--- src/sv/skf_pkg.sv ---
// ============================================================================
// skf_pkg
// Shared widths, reset constants, register indexes and types for the scalar
// Kalman filter and its iterative gain divider.
// ============================================================================
package skf_pkg;

    // Sample format: signed fixed point, DATA_WIDTH bits
    localparam int DATA_WIDTH    = 32;
    // Covariance format: unsigned 32 bits, COV_FRAC_BITS fraction bits
    localparam int COV_FRAC_BITS = 24;
    localparam int COV_W         = 32;

    // Stream data width, padded to whole bytes
    localparam int TDATA_W = ((DATA_WIDTH + 7) / 8) * 8;

    // Gain datapath widths
    localparam int DEN_W   = COV_W + 1;                  // Pp + R
    localparam int NUM_W   = COV_W + COV_FRAC_BITS + 1;  // (Pp << F) + den/2
    localparam int GAIN_W  = COV_FRAC_BITS + 1;          // Q1.F, up to 1.0
    localparam int CNT_W   = $clog2(GAIN_W + 1);

    // Shared multiplier widths
    localparam int MAG_W   = DATA_WIDTH + 1;             // |innovation|
    localparam int MUL_B_W = (MAG_W > COV_W) ? MAG_W : COV_W;
    localparam int PROD_W  = GAIN_W + MUL_B_W;

    // Reset values, rounded to nearest
    localparam longint unsigned COV_ONE_L = 64'd1 << COV_FRAC_BITS;
    localparam logic [COV_W-1:0] P_RESET = COV_W'((COV_ONE_L * 2 + 50) / 100);
    localparam logic [COV_W-1:0] Q_RESET = COV_W'((COV_ONE_L + 500) / 1000);
    localparam logic [COV_W-1:0] R_RESET = COV_W'((COV_ONE_L * 543 + 500) / 1000);

    // Configuration register indexes
    localparam int CFG_IDX_W = 1;
    localparam logic [CFG_IDX_W-1:0] REG_PROCESS_NOISE     = 1'b0;
    localparam logic [CFG_IDX_W-1:0] REG_MEASUREMENT_NOISE = 1'b1;

    // Sequencer states
    typedef enum logic [2:0] {
        S_IDLE,
        S_PREP,
        S_DIV,
        S_MUL_EST,
        S_MUL_COV,
        S_DONE
    } skf_state_t;

    // Divider status toward the sequencer
    typedef struct packed {
        logic busy;
        logic done;
    } skf_div_stat_t;

endpackage

--- src/sv/skf_div.sv ---
// ============================================================================
// skf_div
// Restoring divider for the Kalman gain: one quotient bit per cycle through a
// single compare-and-subtract unit. Quotient must fit in GAIN_W bits.
// ============================================================================
module skf_div
    import skf_pkg::*;
(
    input  logic                aclk,
    input  logic                aresetn,
    input  logic                start,
    input  logic [NUM_W-1:0]    num,
    input  logic [DEN_W-1:0]    den,
    output logic [GAIN_W-1:0]   quot,
    output skf_div_stat_t       stat
);

    logic [DEN_W-1:0]  rem_reg,  rem_next;
    logic [DEN_W-1:0]  den_reg,  den_next;
    logic [GAIN_W-1:0] low_reg,  low_next;
    logic [GAIN_W-1:0] quot_reg, quot_next;
    logic [CNT_W-1:0]  cnt_reg,  cnt_next;
    logic              busy_reg, busy_next;
    logic              done_reg, done_next;

    logic [DEN_W:0]    shifted;
    logic [DEN_W+1:0]  diff;
    logic              ge;

    // Shared compare-and-subtract step
    always_comb begin
        shifted = {rem_reg, low_reg[GAIN_W-1]};
        diff    = {1'b0, shifted} - {2'b00, den_reg};
        ge      = ~diff[DEN_W+1];
    end

    // Step control
    always_comb begin
        rem_next  = rem_reg;
        den_next  = den_reg;
        low_next  = low_reg;
        quot_next = quot_reg;
        cnt_next  = cnt_reg;
        busy_next = busy_reg;
        done_next = 1'b0;
        if (start) begin
            // Upper numerator bits are already below the divisor
            rem_next  = DEN_W'(num[NUM_W-1:GAIN_W]);
            low_next  = num[GAIN_W-1:0];
            den_next  = den;
            quot_next = '0;
            cnt_next  = CNT_W'(GAIN_W);
            busy_next = 1'b1;
        end else if (busy_reg) begin
            rem_next  = ge ? diff[DEN_W-1:0] : shifted[DEN_W-1:0];
            low_next  = {low_reg[GAIN_W-2:0], 1'b0};
            quot_next = {quot_reg[GAIN_W-2:0], ge};
            cnt_next  = cnt_reg - 1'b1;
            if (cnt_reg == CNT_W'(1)) begin
                busy_next = 1'b0;
                done_next = 1'b1;
            end
        end
    end

    always_ff @(posedge aclk) begin
        if (!aresetn) begin
            busy_reg <= 1'b0;
            done_reg <= 1'b0;
            cnt_reg  <= '0;
        end else begin
            busy_reg <= busy_next;
            done_reg <= done_next;
            cnt_reg  <= cnt_next;
        end
        rem_reg  <= rem_next;
        den_reg  <= den_next;
        low_reg  <= low_next;
        quot_reg <= quot_next;
    end

    assign quot      = quot_reg;
    assign stat.busy = busy_reg;
    assign stat.done = done_reg;

    // Checks
    a_start_busy: assert property (@(posedge aclk) disable iff (!aresetn)
        start |=> busy_reg)
        else $error("divider did not start");
    a_done_idle: assert property (@(posedge aclk) disable iff (!aresetn)
        done_reg |-> !busy_reg)
        else $error("divider done while busy");
    a_busy_cnt: assert property (@(posedge aclk) disable iff (!aresetn)
        busy_reg |-> (cnt_reg != '0))
        else $error("divider busy with empty step count");

endmodule

--- src/sv/scalar_kalman_filter.sv ---
// ============================================================================
// scalar_kalman_filter
// One-dimensional Kalman filter for a single sensor channel.
// ============================================================================
// Each measurement transfer (signed Q16.16) yields one estimate transfer. The
// sequencer predicts Pp = P + Q (saturating), forms the gain Pp / (Pp + R) on a
// restoring divider at one quotient bit per cycle (zero gain, with no division,
// when Pp + R is zero), then runs one shared multiplier twice: gain times
// innovation for the estimate, and (1 - gain) times Pp for the new covariance.
// The steps are prediction, the divider steps, pick-up of the quotient, the two
// multiplies and write-back. s_tready is high only while the sequencer is idle,
// so a new item is accepted only after the result of the last one is loaded. The
// result waits in an output register; a stalled m_tready holds the next item at
// its final write-back. Q and R must be written on the cfg port only while the
// block is idle; the block itself does not enforce it. Reset loads Q = 0.001,
// R = 0.543, P = 0.02 and a zero estimate.
// ============================================================================
module scalar_kalman_filter
    import skf_pkg::*;
(
    input  logic                 aclk,
    input  logic                 aresetn,
    // Measurement stream
    input  logic                 s_tvalid,
    output logic                 s_tready,
    input  logic [TDATA_W-1:0]   s_tdata,   // [DATA_WIDTH-1:0] measurement
    // Estimate stream
    output logic                 m_tvalid,
    input  logic                 m_tready,
    output logic [TDATA_W-1:0]   m_tdata,   // [DATA_WIDTH-1:0] estimate
    // Configuration writes
    input  logic                 cfg_valid,
    output logic                 cfg_ready,
    input  logic [CFG_IDX_W-1:0] cfg_index,
    input  logic [COV_W-1:0]     cfg_data
);

    localparam logic [GAIN_W-1:0] GAIN_ONE   = GAIN_W'(1) << COV_FRAC_BITS;
    localparam logic [PROD_W:0]   ROUND_HALF = (PROD_W + 1)'(1) << (COV_FRAC_BITS - 1);
    // Signed estimate limits
    localparam logic signed [DATA_WIDTH-1:0] EST_MAX = {1'b0, {(DATA_WIDTH-1){1'b1}}};
    localparam logic signed [DATA_WIDTH-1:0] EST_MIN = {1'b1, {(DATA_WIDTH-1){1'b0}}};

    skf_state_t state_reg, state_next;

    logic        [COV_W-1:0]      q_reg,       q_next;
    logic        [COV_W-1:0]      r_reg,       r_next;
    logic        [COV_W-1:0]      cov_reg,     cov_next;
    logic signed [DATA_WIDTH-1:0] est_reg,     est_next;
    logic signed [DATA_WIDTH-1:0] meas_reg,    meas_next;
    logic        [COV_W-1:0]      pp_reg,      pp_next;
    logic        [GAIN_W-1:0]     gain_reg,    gain_next;
    logic        [MAG_W-1:0]      mag_reg,     mag_next;
    logic                         neg_reg,     neg_next;
    logic signed [DATA_WIDTH-1:0] new_est_reg, new_est_next;
    logic        [PROD_W-1:0]     prod_reg,    prod_next;
    logic                         out_valid_reg, out_valid_next;
    logic signed [DATA_WIDTH-1:0] out_data_reg,  out_data_next;

    // Prediction and division operands
    logic [COV_W:0]        pp_sum;
    logic [COV_W-1:0]      pp_c;
    logic [DEN_W-1:0]      den_c;
    logic [NUM_W-1:0]      num_c;
    logic signed [MAG_W-1:0] inn_c;
    logic                  div_start;
    logic [GAIN_W-1:0]     div_quot;
    skf_div_stat_t         div_stat;

    // Shared multiplier
    logic [GAIN_W-1:0]     mul_a;
    logic [MUL_B_W-1:0]    mul_b;
    logic [PROD_W-1:0]     mul_p;

    // Write-back arithmetic
    logic [PROD_W:0]            rnd_sum;
    logic [MAG_W-1:0]           delta_c;
    logic signed [MAG_W:0]      est_sum;
    logic signed [MAG_W:0]      est_ext;
    logic signed [DATA_WIDTH-1:0] est_sat;
    logic                       out_free;

    skf_div u_div (
        .aclk    (aclk),
        .aresetn (aresetn),
        .start   (div_start),
        .num     (num_c),
        .den     (den_c),
        .quot    (div_quot),
        .stat    (div_stat)
    );

    // Prediction: Pp, Pp + R, rounded numerator, innovation
    always_comb begin
        pp_sum = {1'b0, cov_reg} + {1'b0, q_reg};
        pp_c   = pp_sum[COV_W] ? {COV_W{1'b1}} : pp_sum[COV_W-1:0];
        den_c  = {1'b0, pp_c} + {1'b0, r_reg};
        num_c  = {1'b0, pp_c, {COV_FRAC_BITS{1'b0}}} + NUM_W'(den_c[DEN_W-1:1]);
        inn_c  = MAG_W'(meas_reg) - MAG_W'(est_reg);
    end

    // Operand select for the shared multiplier
    always_comb begin
        if (state_reg == S_MUL_EST) begin
            mul_a = gain_reg;
            mul_b = MUL_B_W'(mag_reg);
        end else begin
            mul_a = GAIN_ONE - gain_reg;
            mul_b = MUL_B_W'(pp_reg);
        end
        mul_p = PROD_W'(mul_a) * PROD_W'(mul_b);
    end

    // Rounding, signed update and saturation
    always_comb begin
        rnd_sum = {1'b0, prod_reg} + ROUND_HALF;
        delta_c = rnd_sum[COV_FRAC_BITS +: MAG_W];
        est_ext = (MAG_W + 1)'(est_reg);
        if (neg_reg) begin
            est_sum = est_ext - $signed({1'b0, delta_c});
        end else begin
            est_sum = est_ext + $signed({1'b0, delta_c});
        end
        if (est_sum > (MAG_W + 1)'(EST_MAX)) begin
            est_sat = EST_MAX;
        end else if (est_sum < (MAG_W + 1)'(EST_MIN)) begin
            est_sat = EST_MIN;
        end else begin
            est_sat = est_sum[DATA_WIDTH-1:0];
        end
    end

    // Sequencer: next state and datapath loads
    always_comb begin
        state_next     = state_reg;
        q_next         = q_reg;
        r_next         = r_reg;
        cov_next       = cov_reg;
        est_next       = est_reg;
        meas_next      = meas_reg;
        pp_next        = pp_reg;
        gain_next      = gain_reg;
        mag_next       = mag_reg;
        neg_next       = neg_reg;
        new_est_next   = new_est_reg;
        prod_next      = prod_reg;
        out_valid_next = out_valid_reg;
        out_data_next  = out_data_reg;
        div_start      = 1'b0;
        out_free       = !out_valid_reg || m_tready;

        // Output slot empties on a transfer
        if (out_valid_reg && m_tready) begin
            out_valid_next = 1'b0;
        end

        // Register writes
        if (cfg_valid) begin
            case (cfg_index)
                REG_PROCESS_NOISE:     q_next = cfg_data;
                REG_MEASUREMENT_NOISE: r_next = cfg_data;
                default: ;
            endcase
        end

        case (state_reg)
            S_IDLE: begin
                if (s_tvalid) begin
                    meas_next  = s_tdata[DATA_WIDTH-1:0];
                    state_next = S_PREP;
                end
            end
            S_PREP: begin
                pp_next  = pp_c;
                neg_next = inn_c[MAG_W-1];
                mag_next = inn_c[MAG_W-1] ? MAG_W'(-inn_c) : MAG_W'(inn_c);
                if (den_c == '0) begin
                    // No uncertainty at all: zero gain
                    gain_next  = '0;
                    state_next = S_MUL_EST;
                end else begin
                    div_start  = 1'b1;
                    state_next = S_DIV;
                end
            end
            S_DIV: begin
                if (div_stat.done) begin
                    gain_next  = (div_quot > GAIN_ONE) ? GAIN_ONE : div_quot;
                    state_next = S_MUL_EST;
                end
            end
            S_MUL_EST: begin
                prod_next  = mul_p;
                state_next = S_MUL_COV;
            end
            S_MUL_COV: begin
                new_est_next = est_sat;
                prod_next    = mul_p;
                state_next   = S_DONE;
            end
            S_DONE: begin
                if (out_free) begin
                    est_next       = new_est_reg;
                    out_data_next  = new_est_reg;
                    out_valid_next = 1'b1;
                    cov_next       = rnd_sum[COV_FRAC_BITS +: COV_W];
                    state_next     = S_IDLE;
                end
            end
            default: state_next = S_IDLE;
        endcase
    end

    // State register
    always_ff @(posedge aclk) begin
        if (!aresetn) begin
            state_reg <= S_IDLE;
        end else begin
            state_reg <= state_next;
        end
    end

    // Filter state, registers and datapath
    always_ff @(posedge aclk) begin
        if (!aresetn) begin
            q_reg         <= Q_RESET;
            r_reg         <= R_RESET;
            cov_reg       <= P_RESET;
            est_reg       <= '0;
            out_valid_reg <= 1'b0;
        end else begin
            q_reg         <= q_next;
            r_reg         <= r_next;
            cov_reg       <= cov_next;
            est_reg       <= est_next;
            out_valid_reg <= out_valid_next;
        end
        meas_reg     <= meas_next;
        pp_reg       <= pp_next;
        gain_reg     <= gain_next;
        mag_reg      <= mag_next;
        neg_reg      <= neg_next;
        new_est_reg  <= new_est_next;
        prod_reg     <= prod_next;
        out_data_reg <= out_data_next;
    end

    assign s_tready  = (state_reg == S_IDLE);
    assign cfg_ready = 1'b1;
    assign m_tvalid  = out_valid_reg;
    assign m_tdata   = TDATA_W'($unsigned(out_data_reg));

    // Checks
    a_accept_prep: assert property (@(posedge aclk) disable iff (!aresetn)
        (s_tvalid && s_tready) |=> (state_reg == S_PREP))
        else $error("accepted item did not enter prediction");
    a_div_active: assert property (@(posedge aclk) disable iff (!aresetn)
        (state_reg == S_DIV) |-> (div_stat.busy || div_stat.done))
        else $error("waiting on an idle divider");
    a_gain_range: assert property (@(posedge aclk) disable iff (!aresetn)
        (state_reg == S_MUL_EST) |-> (gain_reg <= GAIN_ONE))
        else $error("gain above one");

endmodule
--- config.mk ---
export PLATFORM = sky130hd
export DESIGN_NAME = scalar_kalman_filter
export DESIGN_NICKNAME = d
export VERILOG_FILES = /design/src/sv/skf_pkg.sv /design/src/sv/skf_div.sv /design/src/sv/scalar_kalman_filter.sv
export SDC_FILE = /design/constraint.sdc
export NUM_CORES = 2
export LEC_CHECK = 0
export CAP_MARGIN = 20
export CORE_MARGIN = 8
export CORE_UTILIZATION = 45
export DETAILED_ROUTE_END_ITERATION = 10
export DONT_BUFFER_PORTS = 1
export GPL_ROUTABILITY_DRIVEN = 0
export SLEW_MARGIN = 30
export SYNTH_ARGS = -nofsm -noshare
export SYNTH_HDL_FRONTEND = slang
export SYNTH_HIERARCHICAL = 1
export SYNTH_SLANG_ARGS = --single-unit
--- constraint.sdc ---
create_clock -name aclk -period 11.1 [get_ports aclk]
set_clock_uncertainty 0.1 [all_clocks]
set_input_delay 1.11 -clock aclk [delete_from_list [all_inputs] [get_ports aclk]]
set_output_delay 1.11 -clock aclk [all_outputs]
set_load 0.01 [all_outputs]
==> results.yml <==
run_status:
  status: "completed"
global_route:
  grt_pass1_vias: 43590
  grt_pass1_wl_um: 260000
  antenna_found_initial: 5
  grtUsageTotal: 0.254
  grt_max_degree: 139
  overflow: 0
cts:
  cts-root-buf: "clkbuf_16"
  cts_sinks: 476
  cts_tree: "yes"
  cts_buffer_depth: 3
  cts.clk_slew.worst_paths_ns: 0.06
  ctsHtreeMaxLevel: 2
  cts_resized: 0
  clk-insertion-delay-late_ns: 0.63
  cts_hold_buffers: 0
  post_cts_buffers: 0
  cts_buffers: 51
timing:
  max_freq_mhz: 96.9
  slew_headroom: 0.234
  worstMarginPinSlew_ns: 1.12
  finalHoldViolCount: 0
  period_needed_ns: 10.32
  drv_slew: 0
  rsz0062_at_grt: "false"
  finalCritPeriodShare: 0.930
  setup_tns_ns: 0
  setup_viol: 0
layout:
  syn2layout_area_growth_pct: 7.49
  nets: 7118
  largest_register_ffs: 34
  drive_gt1_frac: 0.0554
  fillerInstances: 11610
detailed_routing:
  avgViaCountPerCell: 5.64
  drc: 0
  top_layer_used: "met4"
  num_vias: 43118
  wl_um: 170000
  met3WireLength_um: 14800
  drt_iter0_drc: 3615
  dr.pass1.iters: 6
  wl_met1_um: 71100
  detail_route.wl_per_cell_um: 22.2
  ant_nets: 0
  met2_length_um: 75700
floorplan:
  die_w_um: 365
  fp.dieH_um: 365
  rows: 128
  pin_count: 105
  placeableCoreArea_mm2: 0.121
  fp.dieArea_mm2: 0.133
  initial_utilization: 0.451
setup_path:
  max_stage_delay_ns: 0.64
  critPathTopFamily: "adder cells"
  worst_path_max_delay_cell: "xor2_2"
  worstSetupEndpointType: "flip-flop"
  crit_buf_inv: 5
  required_ns: 11.38
  cp_data_arrival_time_ns: 10.60
  cp-start-kind: "flip-flop"
  critPathKind: "flip-flop to flip-flop"
  cp_common_cell: "fa_1"
  cp_max_fo: 13
placed_design:
  dpl.hpwl_um: 138000
  portBuffers: 0
hold_path:
  min_path_type: "flip-flop to flip-flop"
synth:
  netlist_area_mm2: 0.0547
  syn_inst: 6057
  avgSynthCellArea_um2: 9.03
  ys_warn_count: 6
  syn_nets: 7202
run:
  drv_cap: 0
cell type report:
cell class                 count  area (um^2)  area share
clock buffer                  65         1370      0.0234
inverter                     894         3360      0.0571
antenna                        6         15.0    0.000256
sequential                   476        12600       0.215
timing repair buffer         121          965      0.0164
tap                         1625         2030      0.0346
multi-input combinational   4429        38000       0.647
clock inverter                30          339     0.00577
layout by cell type, fill, tap and decap left out, types with 16 or more instances in the layout:
cell type and count:
nor2_1 513, inv_1 892, ha_1 361, nand2_1 987, or2_2 16, nor3_1 60
a211oi_1 24, and2_1 53, a21oi_1 234, o211ai_1 31, mux2_2 28, clkbuf_16 52
edfxtp_1 311, and3_1 42, o31ai_1 17, a21boi_0 100, mux2i_1 56, nand3b_1 17
o21ai_0 132, nor2b_1 31, nand3_1 82, or3_1 17, nor3b_1 16, xnor2_1 174
o21a_1 32, nor4_1 32, dfxtp_1 164, o211a_1 24, nand2b_1 49, fa_1 714
o21bai_1 26, a31oi_1 38, a21o_1 105, xor2_1 124, nand4_1 50, buf_4 116
worst paths after layout:
kind / start / endpoint / slack [ns] / cells after the start
max: gain_reg[1] / prod_reg[54] / 0.78 / 33
min reg2reg: new_est_reg[16] / m_tdata[16] / 0.35 / 0
max reg2reg: gain_reg[1] / prod_reg[54] / 0.78 / 33
min: new_est_reg[16] / m_tdata[16] / 0.35 / 0
metrics by stage:
step                area (um^2)  cells  hold slack, ns  utilization  worst slack [ns]
floorplan                 54700   6057           0.326            -              1.90
global placement          56900   7542           0.332        0.469             0.993
detailed placement        57000   7545           0.334        0.470             0.953
CTS                       58700   7640           0.350        0.484             0.907
global route              58700   7640           0.359        0.485             0.269
finish                    58800   7646           0.348        0.485             0.778
per-layer routing:
metal / GRT usage / up-vias
met5: 0 / -
met4: 0.109 / 0
met3: 0.0528 / 341
met2: 0.400 / 1685
met1: 0.339 / 21531
li1: - / 19561
Power is left out: the tool's default activity adds up to more than one toggle a clock period on the data nets, which glitch-free logic cannot reach.
